File: config.mk
export PLATFORM = sky130hd
export DESIGN_NAME = bsm_accum_out
export DESIGN_NICKNAME = d
export VERILOG_FILES = /design/src/sv/bsm_pkg.sv /design/src/sv/bsm_accum_out.sv
export SDC_FILE = /design/constraint.sdc
export NUM_CORES = 1
export LEC_CHECK = 0
export BUFFER_PORTS_ARGS = -buffer_cell sky130_fd_sc_hd__buf_2
export CORE_MARGIN = 2
export CORE_UTILIZATION = 45
export CTS_BUF_LIST = sky130_fd_sc_hd__clkbuf_2
export DETAILED_ROUTE_END_ITERATION = 8
export PLACE_DENSITY = 0.65
export SLEW_MARGIN = 20
export SYNTH_ARGS = -nofsm -noshare
export SYNTH_HDL_FRONTEND = slang
export SYNTH_SLANG_ARGS = --single-unit
export TNS_END_PERCENT = 30
File: constraint.sdc
create_clock -name clk -period 7.96 [get_ports clk]
set_clock_uncertainty 0.1 [all_clocks]
set_input_delay 0.796 -clock clk [delete_from_list [all_inputs] [get_ports clk]]
set_output_delay 0.796 -clock clk [all_outputs]
set_load 0.01 [all_outputs]
File: src/sv/bsm_pkg.sv
package bsm_pkg;

    // frame geometry
    localparam int FRAME_PIXELS = 307200;
    localparam int POS_W        = $clog2(FRAME_PIXELS);

    // pixel and arithmetic widths
    localparam int CH_W     = 8;
    localparam int PIX_W    = 3 * CH_W;
    localparam int DIST_W   = CH_W + 2;
    localparam int THRESH_W = 10;
    localparam int TOTAL_W  = 27;

    localparam logic [THRESH_W-1:0] THRESH_RESET = THRESH_W'(20);

    // stream widths
    localparam int IN_DATA_W  = PIX_W;
    localparam int OUT_USED_W = PIX_W + 3 * TOTAL_W;
    localparam int OUT_DATA_W = ((OUT_USED_W + 7) / 8) * 8;
    localparam int OUT_PAD_W  = OUT_DATA_W - OUT_USED_W;

    typedef logic [POS_W-1:0]   pos_t;
    typedef logic [TOTAL_W-1:0] total_t;

    localparam total_t TOTAL_MAX = '1;

    typedef struct packed {
        logic [CH_W-1:0] blue;
        logic [CH_W-1:0] green;
        logic [CH_W-1:0] red;
    } pixel_t;

    // pixel entering the mask stage
    typedef struct packed {
        pixel_t pixel;
        logic   capture;
        logic   last;
    } in_item_t;

    // masked pixel handed to the accumulate stage
    typedef struct packed {
        pixel_t pixel;
        logic   fg;
        logic   last;
    } mask_item_t;

    // background memory access
    typedef struct packed {
        logic   wr_en;
        pos_t   wr_addr;
        pixel_t wr_data;
        logic   rd_en;
        pos_t   rd_addr;
    } ram_req_t;

    function automatic logic [CH_W-1:0] abs_diff(logic [CH_W-1:0] a, logic [CH_W-1:0] b);
        return (a >= b) ? (a - b) : (b - a);
    endfunction

    // accumulator add that sticks at the top value
    function automatic total_t sat_add(total_t acc, logic [CH_W-1:0] v);
        logic [TOTAL_W:0] s;
        s = {1'b0, acc} + (TOTAL_W + 1)'(v);
        return s[TOTAL_W] ? TOTAL_MAX : s[TOTAL_W-1:0];
    endfunction

endpackage

File: src/sv/bsm_accum_out.sv
module bsm_accum_out (
    input  logic                            clk,
    input  logic                            rst_n,
    // masked pixel in
    input  logic                            in_valid,
    output logic                            in_ready,
    input  bsm_pkg::mask_item_t             in_item,
    // result stream
    output logic                            m_tvalid,
    input  logic                            m_tready,
    output logic [bsm_pkg::OUT_DATA_W-1:0]  m_tdata,
    output logic                            m_tuser,
    output logic                            m_tlast
);

    logic              out_valid_reg, out_valid_next;
    bsm_pkg::pixel_t   out_pixel_reg;
    logic              out_fg_reg;
    logic              out_last_reg;
    bsm_pkg::total_t   red_total_reg, green_total_reg, blue_total_reg;
    bsm_pkg::total_t   red_acc_reg, green_acc_reg, blue_acc_reg;
    bsm_pkg::total_t   red_sum, green_sum, blue_sum;
    logic              load;

    assign in_ready = !out_valid_reg || m_tready;
    assign load     = in_valid && in_ready;

    // masked channels are zero for background pixels, so the add leaves the sum alone
    assign red_sum   = bsm_pkg::sat_add(red_acc_reg, in_item.pixel.red);
    assign green_sum = bsm_pkg::sat_add(green_acc_reg, in_item.pixel.green);
    assign blue_sum  = bsm_pkg::sat_add(blue_acc_reg, in_item.pixel.blue);

    always_comb
    begin
        out_valid_next = out_valid_reg;
        if (load)
        begin
            out_valid_next = 1'b1;
        end
        else if (m_tready)
        begin
            out_valid_next = 1'b0;
        end
    end

    // frame accumulators, restarted after the last pixel
    always_ff @(posedge clk or negedge rst_n)
    begin
        if (!rst_n)
        begin
            out_valid_reg <= 1'b0;
            red_acc_reg   <= '0;
            green_acc_reg <= '0;
            blue_acc_reg  <= '0;
        end
        else
        begin
            out_valid_reg <= out_valid_next;
            if (load)
            begin
                red_acc_reg   <= in_item.last ? '0 : red_sum;
                green_acc_reg <= in_item.last ? '0 : green_sum;
                blue_acc_reg  <= in_item.last ? '0 : blue_sum;
            end
        end
    end

    // output register
    always_ff @(posedge clk)
    begin
        if (load)
        begin
            out_pixel_reg   <= in_item.pixel;
            out_fg_reg      <= in_item.fg;
            out_last_reg    <= in_item.last;
            red_total_reg   <= in_item.last ? red_sum : '0;
            green_total_reg <= in_item.last ? green_sum : '0;
            blue_total_reg  <= in_item.last ? blue_sum : '0;
        end
    end

    assign m_tvalid = out_valid_reg;
    assign m_tuser  = out_fg_reg;
    assign m_tlast  = out_last_reg;
    assign m_tdata  = {{bsm_pkg::OUT_PAD_W{1'b0}}, blue_total_reg, green_total_reg,
                       red_total_reg, out_pixel_reg};

endmodule

==> results.py, run 1 <==
metrics = {
    "global_routing": {
        "met3_usage_pct": 3.82,
        "grt_pass1_vias": 7313,
        "use_met1_pct": 29.0,
        "grt.overflow.total": 0,
        "grt_pass1_wl_um": 38300,
        "met2_usage_pct": 32.5,
        "grt_max_degree": 119,
        "antenna_found_initial": 1,
        "grt.total_usage_pct": 20.3,
        "gr-max-usage-layer": "met2",
    },
    "detailed_routing": {
        "viasPerCell": 5.83,
        "first_iter_violations": 654,
        "avgRoutedWirePerCell_um": 17.6,
        "drc": 0,
        "firstDrtPassIters": 5,
        "totalWireLength_um": 23600,
        "vias": 7818,
        "ant_nets": 0,
    },
    "clocking": {
        "path_clk_slew_ps": 260,
        "cts_buffers": 17,
        "cts_root_buf": "clkbuf_2",
        "cts_setup_buffers": 0,
        "clockBufferDepth": 2,
        "clock-sinks": 189,
        "htree_levels": 4,
        "insertion_delay_ps": 790,
        "cts_tree": "built",
        "post_cts_resized": 0,
        "cts_hold_buffers": 1,
    },
    "logic_synthesis": {
        "synth_area_um2": 9870,
        "synth_largest_area_cell": "edfxtp_1",
        "syn_inst": 933,
        "ys.flop_type": "edfxtp_1",
        "yosysWarnings": 0,
        "synth-seq-cells": 189,
        "yosysMostFrequentCell": "edfxtp_1",
        "synth_top_area_share_pct": 32.6,
        "yosys.cell_types.count": 72,
        "synth_area_leaders": "edfxtp_1, dfrtp_1, a21oi_1",
        "async_flop_share_pct": 43.4,
        "avgSynthCellArea_um2": 10.6,
        "synth_common_cells": "edfxtp_1, a21oi_1, dfrtp_1, nor2_1, nand2_1",
        "ys_seq_area_share_pct": 53.3,
        "synth_edf_count": 107,
    },
    "worst_setup_path": {
        "worstRegToRegCells": 7,
        "worst-setup-path-type": "primary input to register",
        "cp_num_buf_inv": 2,
        "crit_path_cell_trace": "dlygate4sd3_1, buf_2, ha_1, o211ai_1, nor3_1, nor2_1, nor3b_2, nor2_1, a311oi_1",
        "cp_slowest_stage_delay_ps": 830,
        "cpLargestDelayFamily": "simple AND/OR/NAND/NOR gates",
        "cp_num_cells": 9,
        "arrival_ps": 4100,
        "end_kind": "register",
        "critPathMostFrequentCell": "nor2_1",
        "required_ps": 8570,
        "cp-start-kind": "primary input",
        "cp_max_fo": 14,
        "crit_path_top_delay_cell": "nor3b_2",
    },
    "timing": {
        "worst_slew_pin_slew_ps": 931,
        "max_freq_mhz": 287,
        "hold_viol": 0,
        "relSlewSlack_pct": 37.9,
        "setup-tns-final_ps": 0,
        "period_needed_ps": 3490,
        "finalSetupViolations": 0,
        "period_share_pct": 43.8,
        "maxSlewViolCount": 0,
        "rsz0062_at_grt": "false",
    },
    "die": {
        "die_h_um": 152,
        "core.rowCount": 54,
        "core_um2": 21700,
        "io_pins": 146,
        "die-area_um2": 23100,
        "die_w_um": 152,
        "start_util_pct": 45.5,
    },
    "run": {
        "cap_viol_max_count": 0,
    },
    "place": {
        "gp_congestion": 0.856,
        "dp_hpwl_um": 15100,
        "port_buffers": 138,
        "placed_cell_area_um2": 10700,
    },
    "pwr": {
        "power_density_nw_per_um2": 210,
        "leakagePower_nw": 4.50,
        "ir_worst_vdd_mv": 0.0744,
    },
    "cells_and_area": {
        "nets": 1105,
        "drive_above_1_share_pct": 19.1,
        "syn2layout_area_growth_pct": 11.4,
        "final_area_um2": 11000,
    },
    "min_path": {
        "whs_path_depth": 1,
        "hp-class": "primary input to register",
    },
    "outcome": {
        "status": "finished clean",
    },
}
==> final timing paths <==
kind / start / to / slack (ps)
worst max-delay path: in_item[13] / green_acc_reg[20] / 4470
worst min-delay path: in_item[25] / m_tdata[23] / 70
worst max register to register: green_acc_reg[2] / green_acc_reg[20] / 4650
worst min register to register: green_acc_reg[7] / green_acc_reg[7] / 430
max in group asynchronous: rst_n / blue_acc_reg[20] / 6320
min in group asynchronous: rst_n / red_acc_reg[4] / 360
==> routing by layer <==
metal / wire length (um) / vias up
met4: 306 / 0
met1: 11200 / 3810
met3: 1080 / 23
li1: - / 3762
met2: 11000 / 223
met5: 0 / -
==> cell type report <==
type                    instances  area, um^2
repair buffers                152         813
flip-flops and latches        189        5270
clock buffers                  21         105
multi-input cells             675        4290
diodes                          1        2.50
fillers                      2010       10700
well taps                     280         350
clock inverters                11         118
inverters                      13        53.8
==> layout by cell type (no fill, tap or decap), types with 6 or more instances in the layout <==
cell | netlist | final
buf_2 | 10 | 137
edfxtp_1 | 107 | 107
a21oi_1 | 97 | 97
nor2_1 | 82 | 82
dfrtp_1 | 82 | 82
nand2_1 | 58 | 57
o21ai_0 | 55 | 55
nor3_1 | 37 | 37
xnor2_1 | 30 | 30
nand3_1 | 25 | 25
ha_1 | 24 | 24
a31oi_1 | 21 | 21
clkbuf_2 | 1 | 21
and3_1 | 17 | 17
and2_1 | 17 | 17
a21o_1 | 16 | 16
xor2_1 | 16 | 16
nand4_1 | 14 | 14
a211oi_1 | 12 | 12
a41oi_1 | 12 | 12
and4_1 | 12 | 12
inv_1 | 12 | 11
o211ai_1 | 10 | 10
nor4_1 | 9 | 9
o21a_1 | 9 | 9
buf_4 | 9 | 9
o211a_1 | 8 | 8
a31o_2 | 7 | 7
conb_1 | 1 | 7
o22a_1 | 6 | 6
a311oi_1 | 6 | 6
dlygate4sd3_1 | 0 | 6
==> worst reg2reg max path, delay by kind of cell, from the launching register on <==
family	cells	cell delay, ps
and+or+nand+nor	4	1870
DFF	1	450
AOI/OAI and AO/OA	2	430
adders and majority gates	1	370
==> per-stage QoR <==
stage	utilization [%]	std cells	power (mW)	hold slack (ps)	setup slack, ps
2_1_floorplan	-	939	1.67	353	2540
4_1_cts	50.4	1336	2.32	4.33	4690
6_report	50.7	1342	2.31	73.1	4470
3_5_place_dp	49.4	1303	1.83	377	4200
3_3_place_gp	49.4	1303	1.83	366	4290
5_1_grt	50.7	1342	2.45	4.02	4330
==> power by group <==
group / internal [mW] / leakage, nW / switching, mW
Clock: 0.148 / 0.138 / 0.339
Sequential: 1.15 / 2.17 / 0.0579
Combinational: 0.239 / 2.20 / 0.378
==> cell families after synthesis <==
group,count (synthesis),synth area share [%]
AO/OA/AOI/OAI,302,20.3
other,1,0.0380
buffers and inverters,75,3.56
multiplexers,3,0.304
XOR/XNOR,46,4.08
flip-flops,189,53.3
AND/OR/NAND/NOR,290,14.7
adder cells (fa/ha/maj),27,3.65
Power figures use the tool's default switching activity.
==> run 2, diff against run 1 <==
==> constraint.sdc (replaced) <==
create_clock -name clk -period 3.5 [get_ports clk]
set_clock_uncertainty 0.1 [all_clocks]
set_input_delay 0.35 -clock clk [delete_from_list [all_inputs] [get_ports clk]]
set_output_delay 0.35 -clock clk [all_outputs]
set_load 0.01 [all_outputs]
==> results.py, run 2 (same netlist as run 1, synthesis figures left out) <==
metrics = {
    "outcome": {
        "status": "finished clean",
    },
    "place": {
        "gp_congestion": 0.914,
        "dpl_worst_slack_ps": 514,
        "dp_hpwl_um": 15800,
        "port_buffers": 138,
    },
    "die": {
        "core.rowCount": 54,
        "die-area_um2": 23100,
        "die_w_um": 152,
        "die_h_um": 152,
        "start_util_pct": 45.5,
        "io_pins": 146,
        "core_um2": 21700,
    },
    "global_routing": {
        "grt_pass1_vias": 7580,
        "grt_pass1_wl_um": 39500,
        "grt.overflow.total": 0,
        "antenna_found_initial": 1,
        "grt_max_degree": 101,
        "grt.total_usage_pct": 20.9,
    },
    "cells_and_area": {
        "drive_above_1_share_pct": 19.5,
        "fill_cells": 1990,
        "final_cell_mix": "buf_2, edfxtp_1, a21oi_1",
        "fin_util_pct": 52.2,
        "final_common_cell": "buf_2",
        "final-seq-area_um2": 5270,
        "multi_input_area_um2": 4280,
        "nets": 1139,
        "syn2layout_area_growth_pct": 14.7,
    },
    "worst_setup_path": {
        "cp_max_fo": 14,
        "timing.rr.end": "green_acc_reg[18]",
        "cp-startpoint": "green_acc_reg[1]",
        "worst-setup-path-type": "register to register",
        "worstRegToRegCells": 8,
        "cp-endpoint": "green_acc_reg[18]",
        "arrival_ps": 3550,
        "end_kind": "register",
        "reg2reg_slack_ps": 510,
        "required_ps": 4060,
        "r2r_start": "green_acc_reg[1]",
        "cp-start-kind": "register",
    },
    "detailed_routing": {
        "viasPerCell": 5.79,
        "firstDrtPassIters": 5,
        "avgRoutedWirePerCell_um": 17.4,
        "ant_nets": 0,
        "totalWireLength_um": 24000,
        "drc": 0,
        "vias": 7967,
        "first_iter_violations": 607,
    },
    "timing": {
        "timing.final.ws_setup_ps": 509,
        "period_share_pct": 85.4,
        "worst_slew_pin_slew_ps": 890,
        "finalSetupViolations": 0,
        "hold_ws_ps": 190,
        "maxSlewViolCount": 0,
        "setup-tns-final_ps": 0,
        "period_needed_ps": 2990,
        "hold_viol": 0,
        "relSlewSlack_pct": 40.4,
        "rsz0062_at_grt": "false",
        "max_freq_mhz": 334,
    },
    "clocking": {
        "cts_setup_buffers": 0,
        "cts_hold_buffers": 31,
        "htree_levels": 4,
        "clock-sinks": 189,
        "path_clk_slew_ps": 270,
        "insertion_delay_ps": 770,
        "cts_tree": "built",
        "post_cts_resized": 0,
        "clockBufferDepth": 2,
        "cts_buffers": 17,
        "cts_root_buf": "clkbuf_2",
    },
    "pwr": {
        "leakagePower_nw": 4.65,
        "ir_worst_vdd_mv": 0.180,
        "power_density_nw_per_um2": 462,
    },
    "run": {
        "cap_viol_max_count": 0,
    },
    "min_path": {
        "hp-class": "primary input to register",
    },
}
-- run 2: worst min path at each step --
stage	cells past startpoint	slack [ps]	to	start
after floorplan	0	-50	blue_acc_reg[0]	rst_n
after global placement	2	340	red_acc_reg[9]	rst_n
after detailed placement	2	330	red_acc_reg[9]	rst_n
after CTS	2	110	m_tdata[7]	in_item[9]
after global routing	2	100	m_tuser	in_item[1]
final	2	190	m_tuser	in_item[1]
-- run 2: cell type report --
class                   instances  area share [%]
diodes                          1          0.0221
inverters                      13           0.475
clock inverters                12           0.973
clock buffers                  20           0.884
flip-flops and latches        189            46.5
repair buffers                186            10.2
multi-input cells             675            37.8
well taps                     280            3.10
-- run 2: per-stage QoR --
stage	instance area [um^2]	total power [mW]	instances
after floorplan	9890	3.80	939
after global placement	10800	4.16	1312
after detailed placement	10800	4.19	1312
after CTS	11300	5.28	1375
after global routing	11300	5.57	1376
final	11300	5.23	1376
-- run 2: power breakdown --
group	total [mW]	switching [mW]	leakage [nW]	internal (mW)
sequential	2.73	0.128	2.17	2.60
combinational	1.45	0.885	2.35	0.569
clock	1.05	0.778	0.129	0.270
-- run 2: worst max-delay path: stages, from the launching register on --
cell and delay (ps):
dfrtp_1 490, ha_1 310, a211oi_1 370, nor3_1 190, nor2_1 720, nor3b_1 130, buf_4 230, o21a_1 190
o22a_1 170
-- run 2: per-layer routing --
metal / share of wire [%] / wire length (um) / track usage (%)
met3: 4.7 / 1120 / 3.37
met2: 47 / 11400 / 33.7
met1: 47 / 11200 / 29.8
met4: 1.1 / 275 / 5.16
met5: 0 / 0 / 0
