**config.mk**
```make
export PLATFORM = sky130hd
export DESIGN_NAME = bsm_mask_stage
export DESIGN_NICKNAME = d
export VERILOG_FILES = /design/src/sv/bsm_pkg.sv /design/src/sv/bsm_mask_stage.sv
export SDC_FILE = /design/constraint.sdc
export NUM_CORES = 1
export LEC_CHECK = 0
export BUFFER_PORTS_ARGS = -buffer_cell sky130_fd_sc_hd__buf_2
export CAP_MARGIN = 5
export CELL_PAD_IN_SITES_DETAIL_PLACEMENT = 2
export CELL_PAD_IN_SITES_GLOBAL_PLACEMENT = 2
export CORE_MARGIN = 5
export CORE_UTILIZATION = 33
export CTS_CLUSTER_SIZE = 28
export DETAILED_ROUTE_END_ITERATION = 7
export GPL_TIMING_DRIVEN = 0
export PLACE_DENSITY = 0.79
export SLEW_MARGIN = 20
export SYNTH_ARGS = -nofsm -noshare
export SYNTH_HDL_FRONTEND = slang
export SYNTH_SLANG_ARGS = --single-unit
```
**constraint.sdc**
```tcl
create_clock -name clk -period 6.2 [get_ports clk]
set_input_delay 0.62 -clock clk [delete_from_list [all_inputs] [get_ports clk]]
set_output_delay 0.62 -clock clk [all_outputs]
set_load 0.02 [all_outputs]
```
**src/sv/bsm_pkg.sv**
```systemverilog
package bsm_pkg;

    // frame geometry
    localparam int FRAME_PIXELS = 307200;
    localparam int POS_W        = $clog2(FRAME_PIXELS);

    // pixel and arithmetic widths
    localparam int CH_W     = 8;
    localparam int PIX_W    = 3 * CH_W;
    localparam int DIST_W   = CH_W + 2;
    localparam int THRESH_W = 10;
    localparam int TOTAL_W  = 27;

    localparam logic [THRESH_W-1:0] THRESH_RESET = THRESH_W'(20);

    // stream widths
    localparam int IN_DATA_W  = PIX_W;
    localparam int OUT_USED_W = PIX_W + 3 * TOTAL_W;
    localparam int OUT_DATA_W = ((OUT_USED_W + 7) / 8) * 8;
    localparam int OUT_PAD_W  = OUT_DATA_W - OUT_USED_W;

    typedef logic [POS_W-1:0]   pos_t;
    typedef logic [TOTAL_W-1:0] total_t;

    localparam total_t TOTAL_MAX = '1;

    typedef struct packed {
        logic [CH_W-1:0] blue;
        logic [CH_W-1:0] green;
        logic [CH_W-1:0] red;
    } pixel_t;

    // pixel entering the mask stage
    typedef struct packed {
        pixel_t pixel;
        logic   capture;
        logic   last;
    } in_item_t;

    // masked pixel handed to the accumulate stage
    typedef struct packed {
        pixel_t pixel;
        logic   fg;
        logic   last;
    } mask_item_t;

    // background memory access
    typedef struct packed {
        logic   wr_en;
        pos_t   wr_addr;
        pixel_t wr_data;
        logic   rd_en;
        pos_t   rd_addr;
    } ram_req_t;

    function automatic logic [CH_W-1:0] abs_diff(logic [CH_W-1:0] a, logic [CH_W-1:0] b);
        return (a >= b) ? (a - b) : (b - a);
    endfunction

    // accumulator add that sticks at the top value
    function automatic total_t sat_add(total_t acc, logic [CH_W-1:0] v);
        logic [TOTAL_W:0] s;
        s = {1'b0, acc} + (TOTAL_W + 1)'(v);
        return s[TOTAL_W] ? TOTAL_MAX : s[TOTAL_W-1:0];
    endfunction

endpackage

```
**src/sv/bsm_mask_stage.sv**
```systemverilog
module bsm_mask_stage (
    input  logic                          clk,
    input  logic                          rst_n,
    input  logic [bsm_pkg::THRESH_W-1:0]  diff_threshold,
    // pixel in
    input  logic                          in_valid,
    output logic                          in_ready,
    input  bsm_pkg::in_item_t             in_item,
    // background memory
    output bsm_pkg::ram_req_t             ram_req,
    input  bsm_pkg::pixel_t               ram_rd_data,
    // masked pixel out
    output logic                          out_valid,
    input  logic                          out_ready,
    output bsm_pkg::mask_item_t           out_item
);

    logic                  clearing_reg, clearing_next;
    bsm_pkg::pos_t         clr_addr_reg, clr_addr_next;
    bsm_pkg::pos_t         pos_reg, pos_next;
    logic                  s1_valid_reg, s1_valid_next;
    bsm_pkg::in_item_t     s1_item_reg;
    bsm_pkg::pos_t         s1_addr_reg;
    logic                  fwd_reg;
    bsm_pkg::pixel_t       fwd_data_reg;
    logic                  s2_valid_reg, s2_valid_next;
    bsm_pkg::mask_item_t   s2_item_reg;

    logic                        s2_free;
    logic                        s1_adv;
    logic                        accept;
    bsm_pkg::pixel_t             bg_pixel;
    logic [bsm_pkg::DIST_W-1:0]  sad_sum;
    logic                        fg;

    // stage handshakes
    assign s2_free  = !s2_valid_reg || out_ready;
    assign s1_adv   = s1_valid_reg && s2_free;
    assign in_ready = !clearing_reg && (!s1_valid_reg || s2_free);
    assign accept   = in_valid && in_ready;

    // memory access: clearing pass, else capture write-back and read of next position
    always_comb
    begin
        ram_req.rd_en   = accept;
        ram_req.rd_addr = pos_reg;
        if (clearing_reg)
        begin
            ram_req.wr_en   = 1'b1;
            ram_req.wr_addr = clr_addr_reg;
            ram_req.wr_data = '0;
        end
        else
        begin
            ram_req.wr_en   = s1_adv && s1_item_reg.capture;
            ram_req.wr_addr = s1_addr_reg;
            ram_req.wr_data = s1_item_reg.pixel;
        end
    end

    // clearing pass and pixel position
    always_comb
    begin
        clearing_next = clearing_reg;
        clr_addr_next = clr_addr_reg;
        if (clearing_reg)
        begin
            if (clr_addr_reg == bsm_pkg::pos_t'(bsm_pkg::FRAME_PIXELS - 1))
            begin
                clearing_next = 1'b0;
                clr_addr_next = '0;
            end
            else
            begin
                clr_addr_next = clr_addr_reg + 1'b1;
            end
        end

        pos_next = pos_reg;
        if (accept)
        begin
            if (in_item.last || pos_reg == bsm_pkg::pos_t'(bsm_pkg::FRAME_PIXELS - 1))
            begin
                pos_next = '0;
            end
            else
            begin
                pos_next = pos_reg + 1'b1;
            end
        end
    end

    // background select: captured pixel, forwarded write, or memory
    always_comb
    begin
        if (s1_item_reg.capture)
        begin
            bg_pixel = s1_item_reg.pixel;
        end
        else if (fwd_reg)
        begin
            bg_pixel = fwd_data_reg;
        end
        else
        begin
            bg_pixel = ram_rd_data;
        end
    end

    // summed absolute difference and threshold compare
    assign sad_sum = bsm_pkg::DIST_W'(bsm_pkg::abs_diff(s1_item_reg.pixel.red, bg_pixel.red))
                   + bsm_pkg::DIST_W'(bsm_pkg::abs_diff(s1_item_reg.pixel.green, bg_pixel.green))
                   + bsm_pkg::DIST_W'(bsm_pkg::abs_diff(s1_item_reg.pixel.blue, bg_pixel.blue));
    assign fg      = (sad_sum >= diff_threshold);

    // stage valids
    always_comb
    begin
        s1_valid_next = s1_valid_reg;
        if (accept)
        begin
            s1_valid_next = 1'b1;
        end
        else if (s1_adv)
        begin
            s1_valid_next = 1'b0;
        end

        s2_valid_next = s2_valid_reg;
        if (s1_adv)
        begin
            s2_valid_next = 1'b1;
        end
        else if (out_ready)
        begin
            s2_valid_next = 1'b0;
        end
    end

    // control registers
    always_ff @(posedge clk or negedge rst_n)
    begin
        if (!rst_n)
        begin
            clearing_reg <= 1'b1;
            clr_addr_reg <= '0;
            pos_reg      <= '0;
            s1_valid_reg <= 1'b0;
            s2_valid_reg <= 1'b0;
        end
        else
        begin
            clearing_reg <= clearing_next;
            clr_addr_reg <= clr_addr_next;
            pos_reg      <= pos_next;
            s1_valid_reg <= s1_valid_next;
            s2_valid_reg <= s2_valid_next;
        end
    end

    // stage payloads; forward a write that lands on the address read in the same cycle
    always_ff @(posedge clk)
    begin
        if (accept)
        begin
            s1_item_reg  <= in_item;
            s1_addr_reg  <= pos_reg;
            fwd_reg      <= ram_req.wr_en && (ram_req.wr_addr == pos_reg);
            fwd_data_reg <= ram_req.wr_data;
        end
        if (s1_adv)
        begin
            s2_item_reg.pixel <= fg ? s1_item_reg.pixel : '0;
            s2_item_reg.fg    <= fg;
            s2_item_reg.last  <= s1_item_reg.last;
        end
    end

    assign out_valid = s2_valid_reg;
    assign out_item  = s2_item_reg;

endmodule

```
==> results of run 1 <==
==> logic make-up (layout without fill, tap and decap cells) <==
group                    count (synthesis)  count (layout)  synth area share, %
flip-flops                             137             137                 42.5
buffers and inverters                  120             352                 5.15
multiplexers                            54              54                 6.18
AO/OA/AOI/OAI                          164             164                 12.5
AND/OR/NAND/NOR                        300             300                 16.9
XOR/XNOR                                47              47                 4.48
adder cells (fa/ha/maj)                 81              81                 12.3
==> cells in the final DEF (no fill, tap or decap), types with 21 or more instances in the layout <==
master,netlist,layout
xnor2_1,23,21
nor2_1,72,71
o21ai_0,27,24
nand2_1,61,60
a21oi_1,35,30
xor2_1,24,22
ha_1,66,52
buf_4,4,41
buf_2,6,156
nand3_1,35,32
o21a_1,35,34
inv_1,88,83
mux2i_1,32,27
dfrtp_1,40,40
edfxtp_1,96,96
==> worst register-to-register path: cells and delay by family, from the launching register on <==
kind	cells	cell delay, ps
compound gates	11	2100
fa+ha+maj	4	1590
buf+inv	6	1020
flops	1	430
mux	1	190
simple gates	5	940
==> report_power, final <==
part,switching (mW),leakage (nW),internal [mW],total (mW)
clock,0.497,0.297,0.597,1.09
sequential,0.0667,1.50,1.22,1.29
combinational,2.37,3.60,1.76,4.13
==> synth_stat cells, drive strengths merged, types with 7 or more instances <==
cell type,instances,area (um2)
a211oi,12,90.1
a21o,15,120
a21oi,36,184
and2,12,76.3
and3,9,57.6
buf,12,67.6
clkbuf,20,75.1
dfrtp,40,1000
edfxtp,96,2880
fa,15,300
ha,66,826
inv,88,330
mux2,22,248
mux2i,32,320
nand2,62,235
nand2b,8,50.1
nand3,35,175
nand4,19,119
nor2,73,282
nor2b,7,43.8
nor3,32,160
o21a,35,263
o21ai,27,135
o22ai,7,43.8
or4,11,86.3
xnor2,23,201
xor2,24,210
==> how the worst max path moves through the flow <==
stage	end	slack, ps	cells after the start
2_1_floorplan	out_item[10]	4	26
3_3_place_gp	out_item[16]	-1940	24
3_5_place_dp	out_item[16]	-2010	24
4_1_cts	out_item[16]	-170	31
5_1_grt	out_item[16]	-440	31
6_report	out_item[16]	-300	27
==> per-layer routing <==
| metal | vias to the layer above | wire length [um] | track usage [%] | part of all wire [%] |
|---|---|---|---|---|
| li1 | 3686 | - | - | - |
| met1 | 4282 | 15800 | 29.1 | 41 |
| met2 | 218 | 19700 | 41.1 | 51 |
| met3 | 85 | 1400 | 3.78 | 3.7 |
| met4 | 0 | 1420 | 8.35 | 3.7 |
| met5 | - | 0 | 0 | 0 |
==> through the flow <==
stage | TNS, ps | total power [mW] | util [%] | cells | hold slack [ps]
after CTS | -3890 | 6.03 | 42.9 | 1497 | 353
after global placement | -43220 | 3.71 | 37.8 | 1436 | 403
after floorplan | 0 | 2.92 | - | 903 | 324
final | -7320 | 6.51 | 43.9 | 1513 | 169
after global routing | -10620 | 6.88 | 43.9 | 1513 | 200
after detailed placement | -45000 | 3.83 | 38.0 | 1438 | 419
==> final cells by class <==
cell class                      instances  area [um2]  area share [%]
Buffer                                 30         267            2.20
Clock buffer                           18         450            3.71
Clock inverter                         14         156            1.29
Inverter                               88         333            2.74
Multi-Input combinational cell        646        5270            43.4
Sequential cell                       137        3910            32.2
Tap cell                              378         473            3.90
Timing Repair Buffer                  202        1280            10.5
==> timing repair <==
item	CTS	global route
pin swaps	26	25
buffers inserted	25	16
setup endpoints to repair	25	25
gates cloned	4	0
gates resized for setup	99	37
hold buffers	0	0
==> impl_metrics.toml, run 1 <==
[logic_synthesis]
yosys_warnings = 0
async_flop_share_pct = 29.9
synth-edff-count = 96
synth_cell_types = 67
synth_cells = 903
avgSynthCellArea_um2 = 10.2
synth-seq-cells = 137
ys.flop_type = "edfxtp_1"
synth_area_mm2 = 0.00919
syn_nets = 1048
seq_area_frac_synth_pct = 42.5

[setup_path]
path_delay_family = "compound AO/OA/AOI/OAI gates"
cp-startpoint = "fwd_reg"
slowest_stage = "fa_2"
crit_type = "reg -> reg"
critical_path.most_common_cell = "o21a_1"
ff2ff_path_depth = 27
r2r-start = "fwd_reg"
r2r_end = "out_item[16]"
cp_data_required_time_ps = 6390
end_kind = "flip-flop"
arrival_ps = 6690
critPathLaunchType = "flip-flop"
r2r_slack_ps = -300
crit_buf_inv = 6
slowest_delay_ps = 540
cp_max_fo = 5

[pwr]
power.leakage_nw = 5.39
peakVddDrop_mv = 0.550
powerDensity_mw_per_mm2 = 537

[global_routing]
grt.overflow.total = 0
grt_pass1_vias = 9193
grt_pass1_wl_um = 55800
grt_max_degree = 58
grt_antenna_before_repair = 0
grt_use_total_pct = 23.4

[floorplanning]
fp.dieW_um = 177
io_pins = 156
die_h_um = 177
floorplan.initialDensity_pct = 33.3
coreArea_mm2 = 0.0276
rows = 61
dieArea_mm2 = 0.0313

[clock_network]
clk_pin_slew_worst_paths_ps = 80
numCtsBuffers = 17
cts_max_level = 4
clockBufferDepth = 2
clock_sinks = 137
worstSkewPairLatency_ps = 440
cts-root-buf = "clkbuf_16"
tritoncts = "built"

[timing]
finalHoldViolations = 0
min_period_ps = 6500
tightestPinTransition_ps = 1010
fin_crit_sh_pct = 105
setup_viol = 25
max_slew_margin_pct = 32.4
rsz0062_at_grt = "yes"
fmax_ghz = 0.154
fin_ws_ps = -304
slew_violations = 0
fin_skew_ps = 16.7

[worst_hold_path]
hp-class = "in -> async"

[placed_design]
place_area_mm2 = 0.0105
place_ws_ps = -2010
gp_congestion = 0.847
port_buffers = 155
dp_hpwl_um = 24700

[drt]
dr.pass1.iters = 5
ant_nets = 0
vias = 8271
drt-initial-drc-count = 490
drt-total-wl_um = 38300
post-route-drc-count = 0
via_per_inst = 5.47
wl_per_cell_um = 25.3

[finish]
n_fill_cell = 2967
num_antenna_cells = 0
layout-drive-gt1-share_pct = 31.7
syn_to_final_growth_pct = 32.1
stdcell_area_mm2 = 0.0121
fin_nets = 1267

[outcome]
status = "finished with violations"
violations = "negative setup slack"

[flow_run]
cap_violations = 0
(Power assumes the default switching activity.)
==> run 2: changes to the inputs <==
--- a/config.mk
+++ b/config.mk
@@ -14,7 +14,7 @@
 export CTS_CLUSTER_SIZE = 28
 export DETAILED_ROUTE_END_ITERATION = 7
 export GPL_TIMING_DRIVEN = 0
-export PLACE_DENSITY = 0.79
+export PLACE_DENSITY = 0.84
 export SLEW_MARGIN = 20
 export SYNTH_ARGS = -nofsm -noshare
 export SYNTH_HDL_FRONTEND = slang
==> run 2 against run 1 <==
  * The run still ends with negative setup slack left
  * Clock power increased by 7%
  * Sequential power about the same
  * Non-clock buffer count increased by 1
  * First-iteration DRC count increased by 14%
  * Clock-buffer cell count unchanged
  * Total power decreased by 2.1%
  * Design area increased by 0.70%
  * Final cell count increased by 0.13%
  * Critical path depth increased by 2
  * Global-route usage increased by 1.5 points
  * Critical endpoint is now out_item[14]
==> impl_metrics.toml, run 2 (synthesis results as in run 1) <==
[placed_design]
gp_congestion = 0.867
dp_hpwl_um = 24800
placed_cells = 1438
place_area_mm2 = 0.0105
port_buffers = 155

[timing]
fin_crit_sh_pct = 107
fin_skew_ps = 13.1
max_slew_margin_pct = 33.0
fmax_ghz = 0.151
tightestPinTransition_ps = 1010
rsz0062_at_grt = "yes"
setup_viol = 25
fin_ws_ps = -418
min_period_ps = 6620
slew_violations = 0
finalHoldViolations = 0

[pwr]
powerDensity_mw_per_mm2 = 522
swShare_pct = 45.0
finalPower_mw = 6.38
power.leakage_nw = 5.41
power_frac_seq_pct = 20.2
p_sw_mw = 2.87
combPwrFrac_pct = 61.4
peakVddDrop_mv = 0.302
intPower_mw = 3.51
clkPwrFrac_pct = 18.4

[finish]
final_common_cell = "buf_2"
fin_nets = 1269
final_cell_mix = "157 x buf_2, 96 x edfxtp_1, 83 x inv_1"
layout-drive-gt1-share_pct = 32.7
num_antenna_cells = 0
multiInputGateArea_mm2 = 0.00535
fin_cells = 1515
stdcell_area_mm2 = 0.0122
syn_to_final_growth_pct = 33.0
n_fill_cell = 2923
regArea_mm2 = 0.00391

[clock_network]
numCtsBuffers = 17
tritoncts = "built"
clock_sinks = 137
hold_buffers = 0
cts_max_level = 4
clockBufferDepth = 2
clk_pin_slew_worst_paths_ps = 70
cts-root-buf = "clkbuf_16"
worstSkewPairLatency_ps = 440

[setup_path]
cp_data_required_time_ps = 6370
crit_type = "reg -> reg"
cp_max_fo = 6
crit_buf_inv = 7
end_kind = "flip-flop"
slowest_stage = "fa_2"
critPathLaunchType = "flip-flop"
ff2ff_path_depth = 29
arrival_ps = 6790
cp.depth = 29
slowest_delay_ps = 510
path_delay_family = "compound AO/OA/AOI/OAI gates"

[drt]
dr.pass1.iters = 5
drt-initial-drc-count = 558
drt-total-wl_um = 40000
wl_per_cell_um = 26.4
post-route-drc-count = 0
vias = 8489
ant_nets = 0
via_per_inst = 5.60

[global_routing]
grt_pass1_wl_um = 59200
grt_max_degree = 44
grt_antenna_before_repair = 2
grt_pass1_vias = 9590
grt.overflow.total = 0
grt_use_total_pct = 24.8

[outcome]
violations = "negative setup slack"
status = "finished with violations"

[floorplanning]
floorplan.initialDensity_pct = 33.3
die_h_um = 177
fp.dieW_um = 177
coreArea_mm2 = 0.0276
dieArea_mm2 = 0.0313
rows = 61
io_pins = 156

[worst_hold_path]
hp-class = "in -> async"

[flow_run]
cap_violations = 0
==> run 2: power by group through the flow <==
| stage | registers, mW | logic (mW) | clock network [mW] |
|---|---|---|---|
| 2_1_floorplan | 1.40 | 1.52 | 0 |
| 3_3_place_gp | 1.29 | 2.43 | 0 |
| 3_5_place_dp | 1.30 | 2.57 | 0 |
| 4_1_cts | 1.28 | 3.60 | 1.17 |
| 5_1_grt | 1.30 | 4.17 | 1.22 |
| 6_report | 1.29 | 3.92 | 1.17 |
==> run 2: final timing paths <==
path                                     start              end  slack (ps)
worst max-delay path                   fwd_reg     out_item[14]        -420
worst min-delay path                     rst_n      pos_reg[14]         170
worst max register to register         fwd_reg     out_item[14]        -420
worst min register to register  s1_item_reg[0]      out_item[0]         450
max in group asynchronous                rst_n  clr_addr_reg[7]        5580
min in group clk                   in_item[23]  s1_item_reg[23]         360
==> run 2: final cells by class <==
| class | count | area share, % |
|---|---|---|
| Timing Repair Buffer | 203 | 10.4 |
| Multi-Input combinational cell | 647 | 43.7 |
| Clock inverter | 14 | 1.61 |
| Inverter | 88 | 2.74 |
| Tap cell | 378 | 3.87 |
| Buffer | 30 | 2.00 |
| Sequential cell | 137 | 32.0 |
| Clock buffer | 18 | 3.69 |
==> run 2: metrics by stage <==
step	setup TNS (ps)	utilization (%)	setup slack [ps]	hold WS, ps
floorplan	0	-	4.30	324
global placement	-46310	37.8	-2040	401
detailed placement	-52970	38.0	-2320	458
CTS	-4310	43.2	-189	351
global route	-13440	44.2	-571	216
finish	-9540	44.2	-418	171
==> run 2: what timing repair did <==
action | in CTS | in global routing
setup endpoints to repair | 25 | 25
gates cloned | 5 | 0
pin swaps | 29 | 26
setup buffers | 34 | 8
resized for setup | 99 | 45
hold endpoints to repair | 0 | 0
==> run 2: worst register-to-register path: cells and delay by family, from the launching register on <==
family | cells | cell delay [ps]
AOI/OAI and AO/OA | 9 | 2010
adders and majority gates | 5 | 1760
buffers and inverters | 7 | 960
and+or+nand+nor | 5 | 520
DFF | 1 | 430
muxes | 2 | 390
xor gates and xnor gates | 1 | 270
==> run 2: layer usage <==
layer | global-route usage (%) | vias up | part of all wire (%)
li1 | - | 3678 | -
met1 | 30.4 | 4344 | 41
met2 | 43.2 | 358 | 50
met3 | 4.89 | 105 | 5.3
met4 | 9.57 | 4 | 3.9
met5 | 0 | - | 0.067
==> run 3: changes to the inputs <==
--- a/config.mk
+++ b/config.mk
@@ -5,16 +5,17 @@
 export SDC_FILE = /design/constraint.sdc
 export NUM_CORES = 1
 export LEC_CHECK = 0
+export ABC_AREA = 1
 export BUFFER_PORTS_ARGS = -buffer_cell sky130_fd_sc_hd__buf_2
 export CAP_MARGIN = 5
 export CELL_PAD_IN_SITES_DETAIL_PLACEMENT = 2
 export CELL_PAD_IN_SITES_GLOBAL_PLACEMENT = 2
 export CORE_MARGIN = 5
-export CORE_UTILIZATION = 33
+export CORE_UTILIZATION = 30
 export CTS_CLUSTER_SIZE = 28
 export DETAILED_ROUTE_END_ITERATION = 7
 export GPL_TIMING_DRIVEN = 0
-export PLACE_DENSITY = 0.84
+export PLACE_DENSITY = 0.83
 export SLEW_MARGIN = 20
 export SYNTH_ARGS = -nofsm -noshare
 export SYNTH_HDL_FRONTEND = slang
==> run 3 against run 2 <==
  * The flow now finishes without violations
  * Design area down 3.7%
  * Sequential share of layout area up 1.2 points
  * Sequential power about the same
  * Critical path depth unchanged
  * Worst hold slack better by 25 ps
  * Critical path type unchanged
  * Highest routed layer unchanged
==> impl_metrics.toml, run 3 <==
[global_routing]
grt_max_degree = 44
grt_pass1_wl_um = 56900
grt_antenna_before_repair = 1
grt.overflow.total = 0
grt_use_total_pct = 20.2
grt_pass1_vias = 10300

[logic_synthesis]
netlist_top_cells_count = "366 x nand2_1, 219 x inv_1, 114 x nor2_1"
synth_cells = 1246
synth-edff-count = 96
synth_top_area_cell = "edfxtp_1"
seq_area_frac_synth_pct = 40.2
synth.most_common_cell = "nand2_1"
synth_top_cell_area_share_pct = 29.7
ys.flop_type = "edfxtp_1"
syn_nets = 1391
synth_cell_types = 41
synth-seq-cells = 137
avgSynthCellArea_um2 = 7.80
synth-xor-area-share_pct = 3.88
synth_compound_area_share_pct = 7.10
synthAdderAreaFrac_pct = 11.6
synth_mux_area_share_pct = 0
synth_area_mm2 = 0.00972
yosys.area_share.simple_pct = 27.0
yosys_warnings = 0
synth.area.top_cells = "edfxtp_1 30%, nand2_1 14%, dfrtp_1 10%"
async_flop_share_pct = 29.9
synth_top_family_by_area = "simple AND/OR/NAND/NOR gates"

[finish]
syn_to_final_growth_pct = 21.1
final_cell_mix = "365 x nand2_1, 214 x inv_1, 160 x buf_2"
num_antenna_cells = 0
fin_cells = 1879
final_common_cell = "nand2_1"
n_fill_cell = 3790
layout-drive-gt1-share_pct = 18.4
stdcell_area_mm2 = 0.0118
fin_nets = 1569

[floorplanning]
dieArea_mm2 = 0.0361
rows = 66
die_h_um = 190
fp.dieW_um = 190
floorplan.initialDensity_pct = 30.1
io_pins = 156
coreArea_mm2 = 0.0323

[pwr]
power.leakage_nw = 6.02
powerDensity_mw_per_mm2 = 415
peakVddDrop_mv = 0.267

[clock_network]
tritoncts = "built"
hold_buffers = 0
clockBufferDepth = 2
cts-root-buf = "clkbuf_16"
clk_pin_slew_worst_paths_ps = 70
numCtsBuffers = 17
clock_sinks = 137
cts_max_level = 4
worstSkewPairLatency_ps = 440

[setup_path]
slowest_delay_ps = 510
cp_max_fo = 10
arrival_ps = 6040
cp_data_required_time_ps = 6380
critPathLaunchType = "flip-flop"
end_kind = "flip-flop"
r2r_slack_ps = 350
crit_type = "reg -> reg"
slowest_stage = "fa_1"
critical_path.most_common_cell = "nand2_1"

[timing]
setup_viol = 0
finalHoldViolations = 0
finalHoldWorstSlack_ps = 196
fin_skew_ps = 13.1
fmax_ghz = 0.171
tightestPinTransition_ps = 685
setup_tns_ps = 0
slew_violations = 0
fin_crit_sh_pct = 94.4
min_period_ps = 5850
max_slew_margin_pct = 54.3

[outcome]
status = "finished, final reports clean"

[drt]
drt-total-wl_um = 36600
wl_per_cell_um = 19.5
vias = 8998
dr.pass1.iters = 5
via_per_inst = 4.79
post-route-drc-count = 0
drt-initial-drc-count = 309
ant_nets = 0

[flow_run]
cap_violations = 0

[worst_hold_path]
hp-class = "in -> async"

[placed_design]
placed_cells = 1845
dp_hpwl_um = 27700
port_buffers = 155
place_area_mm2 = 0.0111
gp_congestion = 0.846
## run 3: through the flow
step | util (%) | setup slack, ps | power, mW
detailed placement | 34.4 | -713 | 3.76
floorplan | - | 1060 | 2.92
CTS | 36.2 | 19.2 | 4.88
finish | 36.4 | 347 | 4.89
global placement | 34.2 | -493 | 3.58
global route | 36.4 | -65.2 | 5.32
## run 3: worst paths after layout
| kind | end | depth (start not counted) | from |
|---|---|---|---|
| worst min-delay path | pos_reg[18] | 1 | rst_n |
| min in group clk | s1_item_reg[23] | 1 | in_item[23] |
| worst max register to register | out_item[18] | 29 | fwd_reg |
| worst max-delay path | out_item[18] | 29 | fwd_reg |
| max in group asynchronous | pos_reg[7] | 1 | rst_n |
| worst min register to register | out_item[0] | 0 | s1_item_reg[0] |
## run 3: critical path, delay by kind of cell (launching register included)
family | cells | cell delay (ps)
adders and majority gates | 5 | 1770
DFF | 1 | 410
AOI/OAI and AO/OA | 6 | 830
and+or+nand+nor | 11 | 1660
buffers and inverters | 7 | 910
## run 3: final cells by class
type / instances / area [um2] / share of cell area (%)
Clock buffer: 19 / 433 / 3.68
Clock inverter: 13 / 121 / 1.03
Sequential cell: 137 / 3910 / 33.2
Tap cell: 442 / 553 / 4.70
Timing Repair Buffer: 159 / 841 / 7.14
Buffer: 26 / 204 / 1.73
Inverter: 223 / 845 / 7.18
Multi-Input combinational cell: 860 / 4860 / 41.3
## run 3: what timing repair did
action	CTS	global route
pin swaps	1	1
gates resized for setup	14	38
setup buffers	1	1
endpoints found under the setup margin	25	25
## run 3: cells by family after synthesis
family,count (synthesis)
DFF,137
AOI/OAI and AO/OA,117
adders and majority gates,81
xor gates and xnor gates,43
and+or+nand+nor,619
buffers and inverters,249
## run 3: metal layers
layer | track usage, % | wire [um] | part of all wire [%]
met5 | 0 | 10 | 0.027
met4 | 6.90 | 1010 | 2.8
met3 | 3.38 | 1230 | 3.4
met2 | 35.8 | 18400 | 50
met1 | 25.0 | 15900 | 44
## run 3: report_power, final
group	switching (mW)	internal (mW)	total, mW	leakage, nW
Sequential	0.0605	1.21	1.27	1.51
Combinational	1.70	0.915	2.62	4.25
Clock	0.445	0.555	1.00	0.260
